### src/hw/rtl/hss_pkg.sv
// hss_pkg: shared types and constants of the heat stencil sweep.
// Used by the front, queue, back and top modules; depends on nothing.
`timescale 1ns / 1ps

package hss_pkg;

    localparam int TEMP_W      = 32;   // Q16.16 temperature
    localparam int COEF_W      = 16;   // diffusion coefficient register
    localparam int GW_W        = 11;   // grid_width register
    localparam int SUM_W       = 35;   // exact stencil sum
    localparam int ENTRY_W     = TEMP_W + 1;
    localparam int IN_TDATA_W  = 40;
    localparam int OUT_TDATA_W = 40;
    localparam int QUEUE_DEPTH = 4;
    localparam int CENTRE_SHIFT = 2;   // times four on the centre cell
    localparam int MIN_GRID_WIDTH = 3;

    localparam logic [GW_W-1:0]   GRID_WIDTH_RST = 11'd1024;
    localparam logic [COEF_W-1:0] COEF_RST       = 16'd16384;

    localparam logic CFG_IDX_GRID_WIDTH = 1'b0;
    localparam logic CFG_IDX_COEF       = 1'b1;

    localparam logic KIND_GRID    = 1'b0;
    localparam logic KIND_PADDING = 1'b1;

    typedef enum logic {
        PH_FIRST_ROW,
        PH_STREAM
    } t_row_phase;

    // one classified cell handed from the front to the back
    typedef struct packed {
        logic              last;      // last column of its row
        logic              init_row;  // first grid row: store only, no result
        logic              pad;       // padding cell
        logic              fixed;     // fixed flag (zero for padding)
        logic [TEMP_W-1:0] temp;      // temperature (zero for padding)
    } t_cmd;

endpackage

### src/hw/rtl/hss_cmd_queue.sv
// hss_cmd_queue: short register queue between front and back.
// Depends on hss_pkg for its depth.
`timescale 1ns / 1ps

module hss_cmd_queue #(
    parameter int DATA_W = 8
) (
    input  logic              i_clk,
    input  logic              i_rst_n,
    input  logic              i_push,
    input  logic [DATA_W-1:0] i_data,
    output logic              o_full,
    input  logic              i_pop,
    output logic              o_valid,
    output logic [DATA_W-1:0] o_data
);
    import hss_pkg::*;

    localparam int PW = $clog2(QUEUE_DEPTH);
    localparam int NW = $clog2(QUEUE_DEPTH + 1);

    logic [DATA_W-1:0] r_slot [QUEUE_DEPTH];
    logic [PW-1:0]     r_wr_ptr;
    logic [PW-1:0]     r_rd_ptr;
    logic [NW-1:0]     r_count;
    logic              do_push;
    logic              do_pop;

    assign o_full  = (r_count == NW'(QUEUE_DEPTH));
    assign o_valid = (r_count != '0);
    assign o_data  = r_slot[r_rd_ptr];
    assign do_push = i_push && !o_full;
    assign do_pop  = i_pop && o_valid;

    always_ff @(posedge i_clk) begin
        if (!i_rst_n) begin
            r_wr_ptr <= '0;
            r_rd_ptr <= '0;
            r_count  <= '0;
        end else begin
            if (do_push) begin
                r_wr_ptr <= r_wr_ptr + PW'(1);
            end
            if (do_pop) begin
                r_rd_ptr <= r_rd_ptr + PW'(1);
            end
            if (do_push && !do_pop) begin
                r_count <= r_count + NW'(1);
            end else if (do_pop && !do_push) begin
                r_count <= r_count - NW'(1);
            end
        end
    end

    always_ff @(posedge i_clk) begin
        if (do_push) begin
            r_slot[r_wr_ptr] <= i_data;
        end
    end

endmodule

### config.mk
export PLATFORM = sky130hd
export DESIGN_NAME = hss_cmd_queue
export DESIGN_NICKNAME = d
export VERILOG_FILES = /design/src/hw/rtl/hss_pkg.sv /design/src/hw/rtl/hss_cmd_queue.sv
export SDC_FILE = /design/constraint.sdc
export NUM_CORES = 1
export LEC_CHECK = 0
export BUFFER_PORTS_ARGS = -buffer_cell sky130_fd_sc_hd__clkbuf_2
export CAP_MARGIN = 0
export CORE_UTILIZATION = 30
export DETAILED_ROUTE_END_ITERATION = 8
export GPL_TIMING_DRIVEN = 1
export PLACE_DENSITY = 0.55
export SYNTH_ARGS = -nofsm -noshare
export SYNTH_HDL_FRONTEND = slang
export SYNTH_SLANG_ARGS = --single-unit
### constraint.sdc
create_clock -name i_clk -period 2.6 [get_ports i_clk]
set_clock_uncertainty 0.15 [all_clocks]
set_input_delay 0.26 -clock i_clk [delete_from_list [all_inputs] [get_ports i_clk]]
set_output_delay 0.26 -clock i_clk [all_outputs]
set_load 0.03 [all_outputs]
==> metrics.md, run 1 <==
| Metric | Value |
|---|---|
| Run status | completed |
| CP Depth | 7 |
| Cell taking the most area after synthesis | edfxtp_1 |
| Post-DP HPWL | ~1900 um |
| Delay-heaviest family, CP | adder cells |
| Leading post-synthesis cells by cell area | edfxtp_1 (59%), dfxtp_1 (11%), mux4_2 (11%), ha_1 (3.8%), and2_1 (3.0%) |
| Top-count cell post-synth | edfxtp_1 |
| Core Area | 5172 um2 |
| Worst reg2reg path startpoint | r_count[1] |
| Sw power | 0.0006132 W |
| Total Wirelength | 2673 um |
| Mapped Nets | about 110 |
| Num CTS Buffers | 5 |
| Post-route ant nets | 0 |
| Via density per instance | 4.403 |
| Initial drt markers | 81 |
| DRC violations left | 0 |
| Crit path cell chain | o31ai_2 -> ha_1 -> inv_1 -> fa_1 -> xor2_1 -> or3_1 -> a21boi_1 |
| Crit Path Class | flop to flop |
| Global-route wire length before repair | around 4500 um |
| Max clock buf depth | 2 |
| RSZ-0062 raised after global routing | false |
| Diode count | 0 |
| Final setup TNS | 0 ps |
| CTS HTree Levels | 2 |
| Capturing point of the worst reg2reg path | r_count[2] |
| Synth top cells by count | edfxtp_1 (32), dfxtp_1 (9), and2_1 (8), mux4_2 (8), ha_1 (5) |
| Standard-cell rows | 26 |
| Int Power | 0.001337 W |
| # IOs | 22 |
| Final setup viols | 0 |
| Pre-CTS WS | ~330 ps |
| Synth async-reset ratio | 0 |
| Synthesized area per cell | ~18 um2 |
| Die area | 5771 um2 |
| Initial Utilization | 0.3174 |
| Sw Share | 0.3144 |
| # clock sinks | 41 |
| Seq pwr share | 0.463 |
| Critical path endpoint category | flop |
| Crit path buffers/inverters | 1 |
| Post-synth top area share | 0.5854 |
| Synth Cell Area | 1642 um2 |
| Slew of the pin with the lowest slew margin | 577.8 ps |
| Hold Path End | r_slot[0][6] |
| WL/cell | 14.37 um |
| Slew headroom | 0.6143 |
| Max-slew violation count | 0 |
| Comb pwr share | 0.289 |
| Placer Congestion | roughly 0.68 |
| Period utilization | 0.8685 |
| FF-to-FF path depth | 7 |
| R2R setup slack | 340 ps |
| CTS resizes | 0 |
| WP data arrival | between 2000 and 2500 ps |
| HP Start | i_data[6] |
| I/O Buffers | 21 |
| Final hold viol count | 0 |
| CTS tree | built |
| Finished Layout Cells | around 190 |
| Total of max-cap violations | 0 |
| Max Clock Freq | 442.8 MHz |
| Drt first pass iters | 4 |
| Power, Total | between 0.0015 and 0.002 W |
| DR vias | 819 |
| Largest net degree at the start of global routing | 13 |
| Slowest cell on crit path | dfxtp_1 |
| Max stage delay on crit path | about 380 ps |
| Min-Delay Path Class | primary input to flop |
| Pwr/cell area | 1014 nW/um2 |
| Seq cells post-synth | about 40 |
| Worst skew pair latency | 280 ps |
| Initial antenna violation count | 0 |
| Fin nets | between 100 and 150 |
| Post-synth EDFFs | 32 |
| Vias in the first global route | 921 |
| Crit Path Max Fanout | 6 |
| Yosys warnings | 0 |
| Top FF cell, synth | edfxtp_1 |
| Clock transition at path regs | around 80 ps |
| Period minus WS final | 2258 ps |
| Fin util | 0.3720 |
| Sequential area share after synthesis | 0.6951 |
| Post-CTS Setup Bufs | 0 |
| Area Overhead vs Synth | 17.23% |
| All-layer global routing usage | 0.1041 |
| WHS Path Cells | 1 |
| Maximum vdd drop | 0.0005212 V |
| Dpl cells | between 150 and 200 |
| Root buf cell | clkbuf_8 |
| CTS Hold Bufs | 0 |
| Die Height | 75.97 um |
| Type of origin of the critical path | flop |
| Share of total power in the clock network | 0.249 |
| P_leak | between 0.6 and 0.7 nW |
| Share of cells above drive strength 1 | 0.3362 |
| Die W | 75.97 um |
| Required time of the critical path | around 2700 ps |
| GR Overflow Total | 0 |
| Synth Instances | 90 |
| Final setup margin | 341.8 ps |
| Post-synth cell types | 23 |
power by group through the flow:
stage | Combinational (W) | Clock (W) | Sequential, W
after floorplan | 0.000478 | 0 | 0.000862
after global placement | 0.000553 | 0 | 0.000916
after detailed placement | 0.000569 | 0 | 0.000924
after CTS | 0.000571 | 0.000500 | 0.000910
after global routing | 0.000611 | 0.000533 | 0.000926
final | 0.000563 | 0.000486 | 0.000902
layer usage:
| layer | wire length, um | vias to the layer above | GRT usage |
|---|---|---|---|
| met5 | 0 | - | 0 |
| met1 | 1142 | 408 | 0.1230 |
| met3 | 113 | 2 | 0.03713 |
| li1 | - | 387 | - |
| met2 | 1403 | 22 | 0.1764 |
| met4 | 13 | 0 | 0.03462 |
state kept, by name, indices dropped and copies added, names as in the netlist, named ones only:
name      cells
r_count       3
r_slot       32
r_rd_ptr      2
r_wr_ptr      2
placed cells by master, fill, tap and decap left out, drive strengths merged:
master and n:
edfxtp 32, nor2b 2, buf 1, o21ai 1, a21boi 1, bufinv 1
and2 8, fa 1, xor2 1, ha 5, clkinv 1, nand2 4
inv 3, o311ai 1, mux4 8, mux2i 3, xnor2 3, dfxtp 9
nor3b 1, clkbuf 27, or3 2, o31ai 1
cells by family after synthesis:
kind of cell             count (synthesis)  share of synthesized area
adder cells (fa/ha/maj)                  6                    0.05031
AO/OA/AOI/OAI                            4                    0.02058
multiplexers                            11                     0.1280
XOR/XNOR                                 4                    0.02135
buffers and inverters                    7                    0.02133
flip-flops                              41                     0.6951
AND/OR/NAND/NOR                         17                    0.06326
worst max path at each step:
stage          startpoint         end  slack [ps]
2_1_floorplan  r_count[2]  r_count[2]         340
3_3_place_gp   r_count[1]  r_count[2]         490
3_5_place_dp   r_count[1]  r_count[2]         330
4_1_cts        r_count[1]  r_count[2]         320
5_1_grt        r_count[0]  r_count[2]         200
6_report       r_count[1]  r_count[2]         340
layout make-up:
cell class                 instances  area, um2
clock buffer                       6      72.57
clock inverter                     2      33.78
fill                             495       3248
inverter                           3      11.26
multi-input combinational         42      465.4
sequential                        41       1141
tap                               70      87.58
timing repair buffer              22      112.6
per-stage QoR:
stage                     area, um2  hold slack (ps)
after floorplan                1642            208.9
after global placement         1818            324.6
after CTS                      1924            35.25
final                          1924            47.55
after global routing           1924            27.45
after detailed placement       1818            334.8
No activity file was read; power rests on OpenSTA's default activity.
==> run 2: changes to the inputs <==
- CORE_UTILIZATION: 30 -> 55
- CTS_BUF_LIST: not set -> sky130_fd_sc_hd__clkbuf_4 sky130_fd_sc_hd__clkbuf_8 sky130_fd_sc_hd__clkbuf_16
- PLACE_DENSITY: 0.55 -> 0.85
==> run 2 against run 1 <==
Against the previous run:
- worst hold slack better by 63 ps
- final cell count is 17% lower
- sequential cell count stayed put
- first-iteration DRC count fell by 72%
- non-clock buffer count rose by 8
- register-to-register slack better by 50 ps
- largest power group unchanged
==> metrics.md, run 2 (synthesized netlist as in run 1, its figures left out) <==
| Metric | Value |
|---|---|
| Run status | completed |
| Share of total power in the clock network | 0.250 |
| Initial antenna violation count | 0 |
| Initial drt markers | 23 |
| Crit path cell chain | mux4_2 -> clkbuf_2 |
| Total of max-cap violations | 0 |
| Fill count | between 150 and 200 |
| Dpl cells | around 140 |
| Maximum vdd drop | ~0.0008 V |
| Post-route ant nets | 0 |
| Diode count | 0 |
| Final setup viols | 0 |
| Period utilization | 0.8551 |
| CTS HTree Levels | 2 |
| Vias in the first global route | 902 |
| Post-CTS Setup Bufs | 0 |
| Highest metal used | met4 |
| I/O Buffers | 21 |
| Root buf cell | clkbuf_4 |
| Max stage delay on crit path | 690 ps |
| Post-DP HPWL | 1740 um |
| Via density per instance | 5.458 |
| Num CTS Buffers | 5 |
| Min-Delay Path Class | primary input to flop |
| Delay-heaviest family, CP | flip-flops |
| Biggest register | r_slot |
| Int Power | 0.001358 W |
| Max FFs per register | 32 |
| Cell Area, Placed | 1769 um2 |
| Initial Utilization | 0.5902 |
| Commonest non-fill, non-tap cell in the layout | edfxtp_1 |
| WP data arrival | 1810 ps |
| Area Overhead vs Synth | 18.90% |
| Type of origin of the critical path | flop |
| Core Area | 2781 um2 |
| CTS resizes | 0 |
| Sw power | 0.0005973 W |
| FF-to-FF path depth | 7 |
| WL/cell | approximately 17 um |
| Regs by FF count | r_slot (32), r_count (3) |
| RSZ-0062 raised after global routing | false |
| Drt first pass iters | 4 |
| All-layer global routing usage | 0.1878 |
| WHS Path Cells | 2 |
| Total Wirelength | 2571 um |
| # clock sinks | 41 |
| Clock transition at path regs | ~110 ps |
| Metal2 WL | 1368 um |
| Finished Layout Cells | 155 |
| Required time of the critical path | approximately 2200 ps |
| Pwr/cell area | 1002 nW/um2 |
| # IOs | 22 |
| Sw Share | 0.3055 |
| Critical path endpoint category | primary output |
| Global-route wire length before repair | 4181 um |
| Final setup TNS | 0 ps |
| Die W | 56.63 um |
| GR Overflow Total | 0 |
| DR vias | 846 |
| Crit path buffers/inverters | 1 |
| M1 WL | about 1100 um |
| Crit Path Max Fanout | 8 |
| Largest net degree at the start of global routing | 14 |
| Comb pwr share | 0.288 |
| P_leak | slightly above 0.7 nW |
| Slew of the pin with the lowest slew margin | 554.0 ps |
| Most frequent cells in the layout | edfxtp_1 (32), clkbuf_2 (21), dfxtp_1 (9) |
| Power, Total | 0.001955 W |
| CTS tree | built |
| Die Height | 56.63 um |
| Slew headroom | 0.6302 |
| Slowest cell on crit path | dfxtp_1 |
| Die area | 3207 um2 |
| Share of cells above drive strength 1 | 0.3306 |
| Max clock buf depth | 2 |
| CTS Hold Bufs | 8 |
| CP Depth | 2 |
| Seq pwr share | 0.461 |
| Standard-cell rows | 19 |
| DRC violations left | 0 |
| Worst skew pair latency | 340 ps |
| Final hold viol count | 0 |
| Period minus WS final | 2223 ps |
| Met3 Routed Length | ~70 um |
| Final Cell Area | 1952 um2 |
| Max-slew violation count | 0 |
| Area of the multi-input gates | 465.4 um2 |
| Register Area | 1141 um2 |
| Fin nets | 141 |
| Max Clock Freq | 449.8 MHz |
| Crit Path Class | flop to primary output |
| Placer Congestion | 0.7076 |
[run 2: changes by cell type in the layout (fill, tap and decap cells not counted), sizes merged]
| cell | previous run | this run |
|---|---|---|
| dlygate4sd3 | 0 | 8 |
| bufinv | 1 | 2 |
| clkbuf | 27 | 26 |
[run 2: worst paths after layout]
| check | from | endpoint | slack (ps) |
|---|---|---|---|
| max | flop | o_data[5] | 380 |
| min | i_rst_n | r_count[2] | 110 |
| max reg2reg | r_count[1] | r_count[2] | 390 |
| min reg2reg | r_wr_ptr[1] | r_wr_ptr[1] | 370 |
[run 2: area by class of cell]
type	count	area share
Inverter	3	0.005769
Sequential cell	41	0.5846
Multi-Input combinational cell	42	0.2385
Tap cell	31	0.01987
Clock inverter	3	0.03333
Clock buffer	5	0.01923
Timing Repair Buffer	30	0.09872
[run 2: power by group through the flow]
stage          clock network [W]  registers (W)  logic (W)
2_1_floorplan                  0       0.000862   0.000478
3_3_place_gp                   0       0.000910   0.000548
3_5_place_dp                   0       0.000923   0.000554
4_1_cts                 0.000505       0.000907   0.000567
5_1_grt                 0.000533       0.000920   0.000611
6_report                0.000490       0.000902   0.000564
[run 2: metal layers]
metal / up-vias / track usage
met5: - / 0
met4: 0 / 0.09408
met3: 7 / 0.04839
met2: 18 / 0.3160
met1: 418 / 0.2229
li1: 403 / -
[run 2: through the flow]
stage	utilization	setup slack, ps	hold WS, ps
floorplan	-	337.8	208.9
global placement	0.6361	497.9	323.4
detailed placement	0.6361	412.1	334.2
CTS	0.7018	306.7	101.3
global route	0.7018	236.3	115.4
finish	0.7018	376.8	110.7
[run 2: worst register-to-register path, cell delays in order, from the launching register on]
cell and delay, ps:
dfxtp_1 400, o31ai_2 340, ha_1 240, inv_1 60, fa_1 370, xor2_1 150, or3_1 310, a21boi_1 140
