**src/hw/rtl/hss_pkg.sv**
```systemverilog
// hss_pkg: shared types and constants of the heat stencil sweep.
// Used by the front, queue, back and top modules; depends on nothing.
`timescale 1ns / 1ps

package hss_pkg;

    localparam int TEMP_W      = 32;   // Q16.16 temperature
    localparam int COEF_W      = 16;   // diffusion coefficient register
    localparam int GW_W        = 11;   // grid_width register
    localparam int SUM_W       = 35;   // exact stencil sum
    localparam int ENTRY_W     = TEMP_W + 1;
    localparam int IN_TDATA_W  = 40;
    localparam int OUT_TDATA_W = 40;
    localparam int QUEUE_DEPTH = 4;
    localparam int CENTRE_SHIFT = 2;   // times four on the centre cell
    localparam int MIN_GRID_WIDTH = 3;

    localparam logic [GW_W-1:0]   GRID_WIDTH_RST = 11'd1024;
    localparam logic [COEF_W-1:0] COEF_RST       = 16'd16384;

    localparam logic CFG_IDX_GRID_WIDTH = 1'b0;
    localparam logic CFG_IDX_COEF       = 1'b1;

    localparam logic KIND_GRID    = 1'b0;
    localparam logic KIND_PADDING = 1'b1;

    typedef enum logic {
        PH_FIRST_ROW,
        PH_STREAM
    } t_row_phase;

    // one classified cell handed from the front to the back
    typedef struct packed {
        logic              last;      // last column of its row
        logic              init_row;  // first grid row: store only, no result
        logic              pad;       // padding cell
        logic              fixed;     // fixed flag (zero for padding)
        logic [TEMP_W-1:0] temp;      // temperature (zero for padding)
    } t_cmd;

endpackage

```
**src/hw/rtl/hss_front.sv**
```systemverilog
// hss_front: accepts cells, tracks column and row phase, drops stray padding.
// Depends on hss_pkg.
`timescale 1ns / 1ps

module hss_front #(
    parameter int MAX_WIDTH = 1024
) (
    input  logic                         i_clk,
    input  logic                         i_rst_n,
    input  logic [hss_pkg::GW_W-1:0]     i_grid_width,
    input  logic                         i_s_valid,
    output logic                         o_s_ready,
    input  logic                         i_kind,
    input  logic [hss_pkg::TEMP_W-1:0]   i_temp,
    input  logic                         i_fixed,
    input  logic                         i_q_full,
    output logic                         o_push,
    output logic [$clog2(MAX_WIDTH)-1:0] o_col,
    output hss_pkg::t_cmd                o_cmd
);
    import hss_pkg::*;

    localparam int CW = $clog2(MAX_WIDTH);
    localparam int WW = ($clog2(MAX_WIDTH + 1) > GW_W) ? $clog2(MAX_WIDTH + 1) : GW_W;

    t_row_phase    r_phase;
    t_row_phase    n_phase;
    logic [CW-1:0] r_col;
    logic [CW-1:0] n_col;

    logic [WW-1:0] gw;
    logic [WW-1:0] eff_w;
    logic [WW-1:0] last_col;
    logic          last;
    logic          pad;
    logic          drop;
    logic          init_row;
    logic          take;

    // clamp the width to the supported range
    always_comb begin
        gw = WW'(i_grid_width);
        if (gw < WW'(MIN_GRID_WIDTH)) begin
            eff_w = WW'(MIN_GRID_WIDTH);
        end else if (gw > WW'(MAX_WIDTH)) begin
            eff_w = WW'(MAX_WIDTH);
        end else begin
            eff_w = gw;
        end
        last_col = eff_w - WW'(1);
        last     = WW'(r_col) >= last_col;
    end

    assign pad       = (i_kind == KIND_PADDING);
    assign o_s_ready = !i_q_full;
    assign take      = i_s_valid && o_s_ready;

    // outputs of the phase machine
    always_comb begin
        case (r_phase)
            PH_FIRST_ROW: begin
                init_row = 1'b1;
                drop     = pad;
            end
            PH_STREAM: begin
                init_row = 1'b0;
                drop     = 1'b0;
            end
            default: begin
                init_row = 1'b0;
                drop     = 1'b0;
            end
        endcase
    end

    assign o_push = take && !drop;

    // next state of the phase machine
    always_comb begin
        n_phase = r_phase;
        case (r_phase)
            PH_FIRST_ROW: begin
                if (o_push && last) begin
                    n_phase = PH_STREAM;
                end
            end
            PH_STREAM: begin
                if (o_push && last && pad) begin
                    n_phase = PH_FIRST_ROW;
                end
            end
            default: n_phase = PH_FIRST_ROW;
        endcase
    end

    always_comb begin
        n_col = r_col;
        if (o_push) begin
            n_col = last ? '0 : r_col + CW'(1);
        end
    end

    always_ff @(posedge i_clk) begin
        if (!i_rst_n) begin
            r_phase <= PH_FIRST_ROW;
            r_col   <= '0;
        end else begin
            r_phase <= n_phase;
            r_col   <= n_col;
        end
    end

    // padding reads as a zero cell
    assign o_col          = r_col;
    assign o_cmd.last     = last;
    assign o_cmd.init_row = init_row;
    assign o_cmd.pad      = pad;
    assign o_cmd.fixed    = pad ? 1'b0 : i_fixed;
    assign o_cmd.temp     = pad ? '0 : i_temp;

endmodule

```
**config.mk**
```make
export PLATFORM = sky130hd
export DESIGN_NAME = hss_front
export DESIGN_NICKNAME = d
export VERILOG_FILES = /design/src/hw/rtl/hss_pkg.sv /design/src/hw/rtl/hss_front.sv
export SDC_FILE = /design/constraint.sdc
export NUM_CORES = 1
export LEC_CHECK = 0
export ABC_CLOCK_PERIOD_IN_PS = 2750
export BUFFER_PORTS_ARGS = -buffer_cell sky130_fd_sc_hd__buf_2
export CAP_MARGIN = 20
export CELL_PAD_IN_SITES_DETAIL_PLACEMENT = 0
export CELL_PAD_IN_SITES_GLOBAL_PLACEMENT = 2
export CORE_MARGIN = 2
export CORE_UTILIZATION = 18
export DETAILED_ROUTE_END_ITERATION = 8
export PLACE_DENSITY_LB_ADDON = 0.15
export SYNTH_ARGS = -nofsm -noshare
export SYNTH_HDL_FRONTEND = slang
export SYNTH_SLANG_ARGS = --single-unit
export TNS_END_PERCENT = 20
```
**constraint.sdc**
```tcl
create_clock -name i_clk -period 2.75 [get_ports i_clk]
set_clock_uncertainty 0.1 [all_clocks]
set_input_delay 0.275 -clock i_clk [delete_from_list [all_inputs] [get_ports i_clk]]
set_output_delay 0.275 -clock i_clk [all_outputs]
set_load 0.01 [all_outputs]
```
==> results of run 1 <==
registers in the layout, summed over array words and instances (netlist names):
signal / cells
r_phase: 1
o_col: 10
stage by stage:
stage               std cells  area, um2  worst slack, ps  utilization [%]
finish                    394       2250             -141             31.4
global route              394       2250             -279             31.4
CTS                       394       2220             -162             30.9
detailed placement        384       2050             -275             28.6
global placement          384       2050             -244             28.6
floorplan                 178       1370            -67.0                -
worst max-delay path by stage:
| stage | to | slack, ps | cells after the start | from |
|---|---|---|---|---|
| after detailed placement | o_cmd[35] | -270 | 14 | i_grid_width[9] |
| after floorplan | o_cmd[35] | -70 | 14 | i_grid_width[9] |
| after global placement | o_cmd[35] | -240 | 14 | i_grid_width[9] |
| after CTS | o_cmd[35] | -160 | 14 | i_grid_width[4] |
| final | o_cmd[35] | -140 | 13 | i_grid_width[7] |
| after global routing | o_cmd[35] | -280 | 13 | i_grid_width[7] |
worst max-delay path, delay by kind of cell:
| family | cells | cell delay, ps |
|---|---|---|
| buf+inv | 3 | 340 |
| simple gates | 3 | 610 |
| compound gates | 4 | 650 |
| fa+ha+maj | 2 | 510 |
| xor+xnor | 1 | 120 |
what timing repair did:
action / 4_1_cts / 5_1_grt
pin swaps: 11 / 15
setup buffers: 6 / 0
resized for setup: 17 / 7
setup endpoints to repair: 6 / 12
placed cells by master, fill, tap and decap left out, types with 3 or more instances in the layout:
cell type  Yosys  routed
ha_1          12      11
a21oi_2        0       3
inv_1          8       8
clkbuf_8       0       3
buf_6          2       4
nand2_1       12      12
nor2_1         9       9
nand4_1        4       4
o21a_1         3       3
xor2_1         3       3
nor2b_1       39      39
xnor2_1        5       4
o21ai_1        5       4
buf_2          0      93
a21oi_1        6       3
dfxtp_1       11      11
nor3_1         5       5
nand3_1        9       9
buf_4          3      24
cell type report:
type                       count  area [um2]  share of cell area, %
clock buffer                   4        45.0                   2.00
inverter                       8        30.0                   1.33
multi-input combinational    149        1110                   49.4
sequential                    11         220                   9.77
tap                           99         124                   5.49
timing repair buffer         123         721                   32.0
where the power goes:
group	leakage, nW	internal, mW	switching (mW)
Sequential	0.0887	0.161	0.00184
Combinational	0.966	0.111	0.102
Clock	0.0228	0.102	0.0611
per-layer routing:
layer,track usage (%),vias up
met5,0,-
met4,2.31,0
met3,2.35,2
met1,14.1,685
met2,19.9,71
li1,-,854
logic make-up after synthesis:
family          Yosys count  synth area share [%]
flops                    11                  16.6
fa+ha+maj                12                  11.3
buf+inv                  18                  7.08
simple gates             95                  41.5
compound gates           34                  18.2
xor+xnor                  8                  5.28
==> results_dict.tcl, run 1 <==
set metrics [dict create \
    synthTopCellsByArea "nor2b_1 18%, dfxtp_1 17%, ha_1 11%" \
    htree_levels 1 \
    grt_pass1_vias 1634 \
    highest_layer "met4" \
    die-area_um2 8070 \
    min_path_type "in -> reg" \
    setup_viol 1 \
    totalWireLength_um 4600 \
    cts_hold_buf 0 \
    max_stage_delay_ps 320 \
    yosysSeqAreaShare_pct 16.6 \
    ys_ff_latch 11 \
    yosysMostFrequentCell "nor2b_1" \
    ant_nets 0 \
    path_class "in -> out" \
    initial_core_util_pct 18.5 \
    grt_overflow 0 \
    globalplace.congestion 0.711 \
    cp_cell_sequence "buf_8 > nor4_4 > and3_4 > o21bai_4 > ha_4 > buf_6 > xnor2_2 > ha_1 > a21oi_2 > o21ai_2 > a211oi_4 > nor2_4 > buf_6" \
    hpwlAfterDp_um 3750 \
    avgViaCountPerCell 4.09 \
    drt_pass1_iterations 4 \
    cpMostUsedCell "buf_6" \
    rows 31 \
    whs_endpoint "r_phase$_SDFF_PN0_" \
    syn-instance-count 178 \
    ys_types 41 \
    timing.max_cap.violations 0 \
    grt_pass1_wl_um 7580 \
    worstMarginPinSlew_ps 576 \
    ys_warn_count 0 \
    clock_path_buffers 2 \
    wl_met2_um 2220 \
    route.detailed.drc 0 \
    timing.setup.tns_ps -141 \
    crit_arrival_ps 2520 \
    ios 97 \
    ys_async_sr_fraction_pct 0 \
    cts-root-buf "clkbuf_8" \
    num_vias 1612 \
    die_h_um 89.8 \
    synth_ff_type "dfxtp_1" \
    finalHoldViolCount 0 \
    netlist_area_um2 1330 \
    antennaDiodeCount 0 \
    fillCellCount 789 \
    violations "setup timing" \
    r2r_end "o_col[7]$_SDFFE_PN0P_" \
    min_path_cells 2 \
    hold_start "i_rst_n" \
    slowest_stage "ha_1" \
    core_area_um2 7180 \
    die_w_um 89.8 \
    rr_startpoint "o_col[0]$_SDFFE_PN0P_" \
    antenna_found_initial 0 \
    slew_viol_final 0 \
    clkTransAtPathRegs_ps 50 \
    area_growth_pct 70.0 \
    worst_setup_path_end_kind "output port" \
    clk_latency_ps 240 \
    relSlewSlack_pct 61.6 \
    fin_hold_ws_ps 246 \
    worst_ep_required_time_ps 2380 \
    peakVddDrop_uv 105 \
    power_uw 539 \
    min_period_ps 2890 \
    ff2ff_setup_slack_ps 690 \
    yosys.area.top_type_share_pct 18.4 \
    track_usage_pct 11.3 \
    rsz0062_at_grt "yes" \
    routed-wl-met3_um 329 \
    cp_max_fo 7 \
    power_density_nw_per_um2 239 \
    synth_edf_count 0 \
    final_nets 357 \
    fmax_mhz 346 \
    ys_top_cells_by_count "39 x nor2b_1, 12 x ha_1, 12 x nand2_1" \
    cp-start-kind "primary input" \
    clock_sinks 11 \
    wl_per_cell_um 11.7 \
    numCtsBuffers 3 \
    dr.first_iter.drc_count 31 \
    io_buffers 96 \
    drive_gt1_share_pct 50.5 \
    synth_top_area_cell "nor2b_1" \
    status "complete, but fails checks" \
    grt_max_degree 37 \
    fin_ws_ps -141 \
    cts_tree "done" \
    avgSynthCellArea_um2 7.45 \
    rr_worst_depth 9 \
    power.leakage_nw 1.08 \
    finalCritPeriodShare_pct 105 \
    wl_met1_um 2030 \
    synth_nets 239 \
]
(Power assumes the default switching activity.)
==> run 2: changes to the inputs <==
--- a/config.mk
+++ b/config.mk
@@ -6,13 +6,13 @@
 export NUM_CORES = 1
 export LEC_CHECK = 0
 export ABC_CLOCK_PERIOD_IN_PS = 2750
-export BUFFER_PORTS_ARGS = -buffer_cell sky130_fd_sc_hd__buf_2
 export CAP_MARGIN = 20
 export CELL_PAD_IN_SITES_DETAIL_PLACEMENT = 0
 export CELL_PAD_IN_SITES_GLOBAL_PLACEMENT = 2
 export CORE_MARGIN = 2
-export CORE_UTILIZATION = 18
+export CORE_UTILIZATION = 28
 export DETAILED_ROUTE_END_ITERATION = 8
+export DONT_BUFFER_PORTS = 1
 export PLACE_DENSITY_LB_ADDON = 0.15
 export SYNTH_ARGS = -nofsm -noshare
 export SYNTH_HDL_FRONTEND = slang
==> results_dict.tcl, run 2 (synthesis results as in run 1) <==
set metrics [dict create \
    status "finished clean" \
    worst_setup_path_end_kind "output port" \
    worstSetupPathDepth 10 \
    finalHoldViolCount 0 \
    setup_viol 0 \
    cp_max_fo 7 \
    dr.first_iter.drc_count 37 \
    timing.setup.tns_ps 0 \
    final_cell_mix "39 x nor2b_1, 11 x nand2_1, 11 x dfxtp_1, 11 x buf_4, 9 x ha_1" \
    cts-root-buf "clkbuf_8" \
    rr_startpoint "o_col[0]$_SDFFE_PN0P_" \
    fmax_mhz 377 \
    cp-start-kind "primary input" \
    crit_family "simple AND/OR/NAND/NOR gates" \
    core_area_um2 4630 \
    drive_gt1_share_pct 23.9 \
    wl_per_cell_um 17.1 \
    crit_arrival_ps 2270 \
    die_h_um 72.8 \
    fin_ws_ps 101 \
    drt_pass1_iterations 4 \
    grt_max_degree 37 \
    clock_sinks 11 \
    clk_latency_ps 240 \
    grt_pass1_vias 1228 \
    min_path_cells 1 \
    final_nets 246 \
    grt_pass1_wl_um 6270 \
    power.leakage_nw 0.566 \
    power_density_nw_per_um2 284 \
    io_buffers 0 \
    numCtsBuffers 3 \
    worst_ep_required_time_ps 2380 \
    antennaDiodeCount 0 \
    avgViaCountPerCell 5.24 \
    pre_cts_ws_ps -136 \
    design_area_um2 1610 \
    area_growth_pct 21.3 \
    path_class "in -> out" \
    slew_viol_final 0 \
    cts_tree "done" \
    ant_nets 0 \
    rows 25 \
    antenna_found_initial 0 \
    die-area_um2 5300 \
    largest_register_ffs 10 \
    peakVddDrop_uv 154 \
    die_w_um 72.8 \
    path_buf_inv 0 \
    timing.max_cap.violations 0 \
    max_stage_delay_ps 380 \
    track_usage_pct 15.2 \
    hold_start "i_rst_n" \
    final_common_cell "nor2b_1" \
    globalplace.congestion 0.775 \
    htree_levels 1 \
    place_area_um2 1420 \
    ios 97 \
    num_vias 1248 \
    initial_core_util_pct 28.6 \
    finish.utilization_pct 34.8 \
    hpwlAfterDp_um 3250 \
    finalCritPeriodShare_pct 96.3 \
    slowest_stage "or3_4" \
    rr_worst_depth 8 \
    whs_endpoint "r_phase$_SDFF_PN0_" \
    min_path_type "in -> reg" \
    totalWireLength_um 4070 \
    r2r_end "r_phase$_SDFF_PN0_" \
    worstMarginPinSlew_ps 592 \
    min_period_ps 2650 \
    ff2ff_setup_slack_ps 720 \
    relSlewSlack_pct 60.6 \
    clkTransAtPathRegs_ps 50 \
    grt_overflow 0 \
    route.detailed.drc 0 \
    cts_hold_buf 0 \
    cp_cell_sequence "nor4_4 > and3_4 > o21bai_4 > ha_4 > o21ai_2 > a21oi_2 > ha_2 > or3_4 > a211oi_4 > nor2_4" \
    clock_path_buffers 2 \
]
## run 2: how the worst max path moves through the flow
stage | from | endpoint
after floorplan | i_grid_width[9] | o_cmd[35]
after CTS | i_grid_width[9] | o_cmd[35]
after global placement | i_grid_width[9] | o_col[4]$_SDFFE_PN0P_
after detailed placement | i_grid_width[9] | o_col[4]$_SDFFE_PN0P_
final | i_grid_width[4] | o_cmd[35]
after global routing | i_grid_width[4] | o_cmd[35]
## run 2: cell type report
type | count | area [um2]
inverter | 8 | 30.0
timing repair buffer | 12 | 93.8
multi-input combinational | 149 | 1150
fill | 523 | 3020
clock buffer | 4 | 45.0
sequential | 11 | 220
tap | 54 | 67.6
## run 2: worst register-to-register path: cells and delay by family, from the launching register on
family,cells,cell delay [ps]
simple gates,2,190
fa+ha+maj,1,300
compound gates,3,580
buf+inv,2,290
flops,1,480
## run 2: layer usage
metal	share of wire [%]	GRT usage (%)	vias up
met3	4.6	3.04	5
met5	0	0	-
li1	-	-	631
met4	1.3	5.14	0
met2	51	25.5	32
met1	43	19.5	580
## run 2: stage by stage
step / cells / hold slack (ps) / total power, mW
6_report: 238 / 59.1 / 0.457
5_1_grt: 238 / 59.7 / 0.486
4_1_cts: 235 / 57.7 / 0.439
3_5_place_dp: 230 / 304 / 0.274
3_3_place_gp: 230 / 296 / 0.273
2_1_floorplan: 178 / 292 / 0.263
## run 2: what timing repair did
action / in CTS / in global routing
pin swaps: 1 / 12
hold endpoints to repair: 0 / 0
setup buffers: 1 / 3
gates cloned: 0 / 0
endpoints found under the setup margin: 1 / 8
gates resized for setup: 1 / 23
## run 2: power by group
part | leakage (nW) | internal [mW] | switching [mW]
logic | 0.454 | 0.0621 | 0.0685
registers | 0.0887 | 0.161 | 0.00237
clock network | 0.0228 | 0.102 | 0.0613
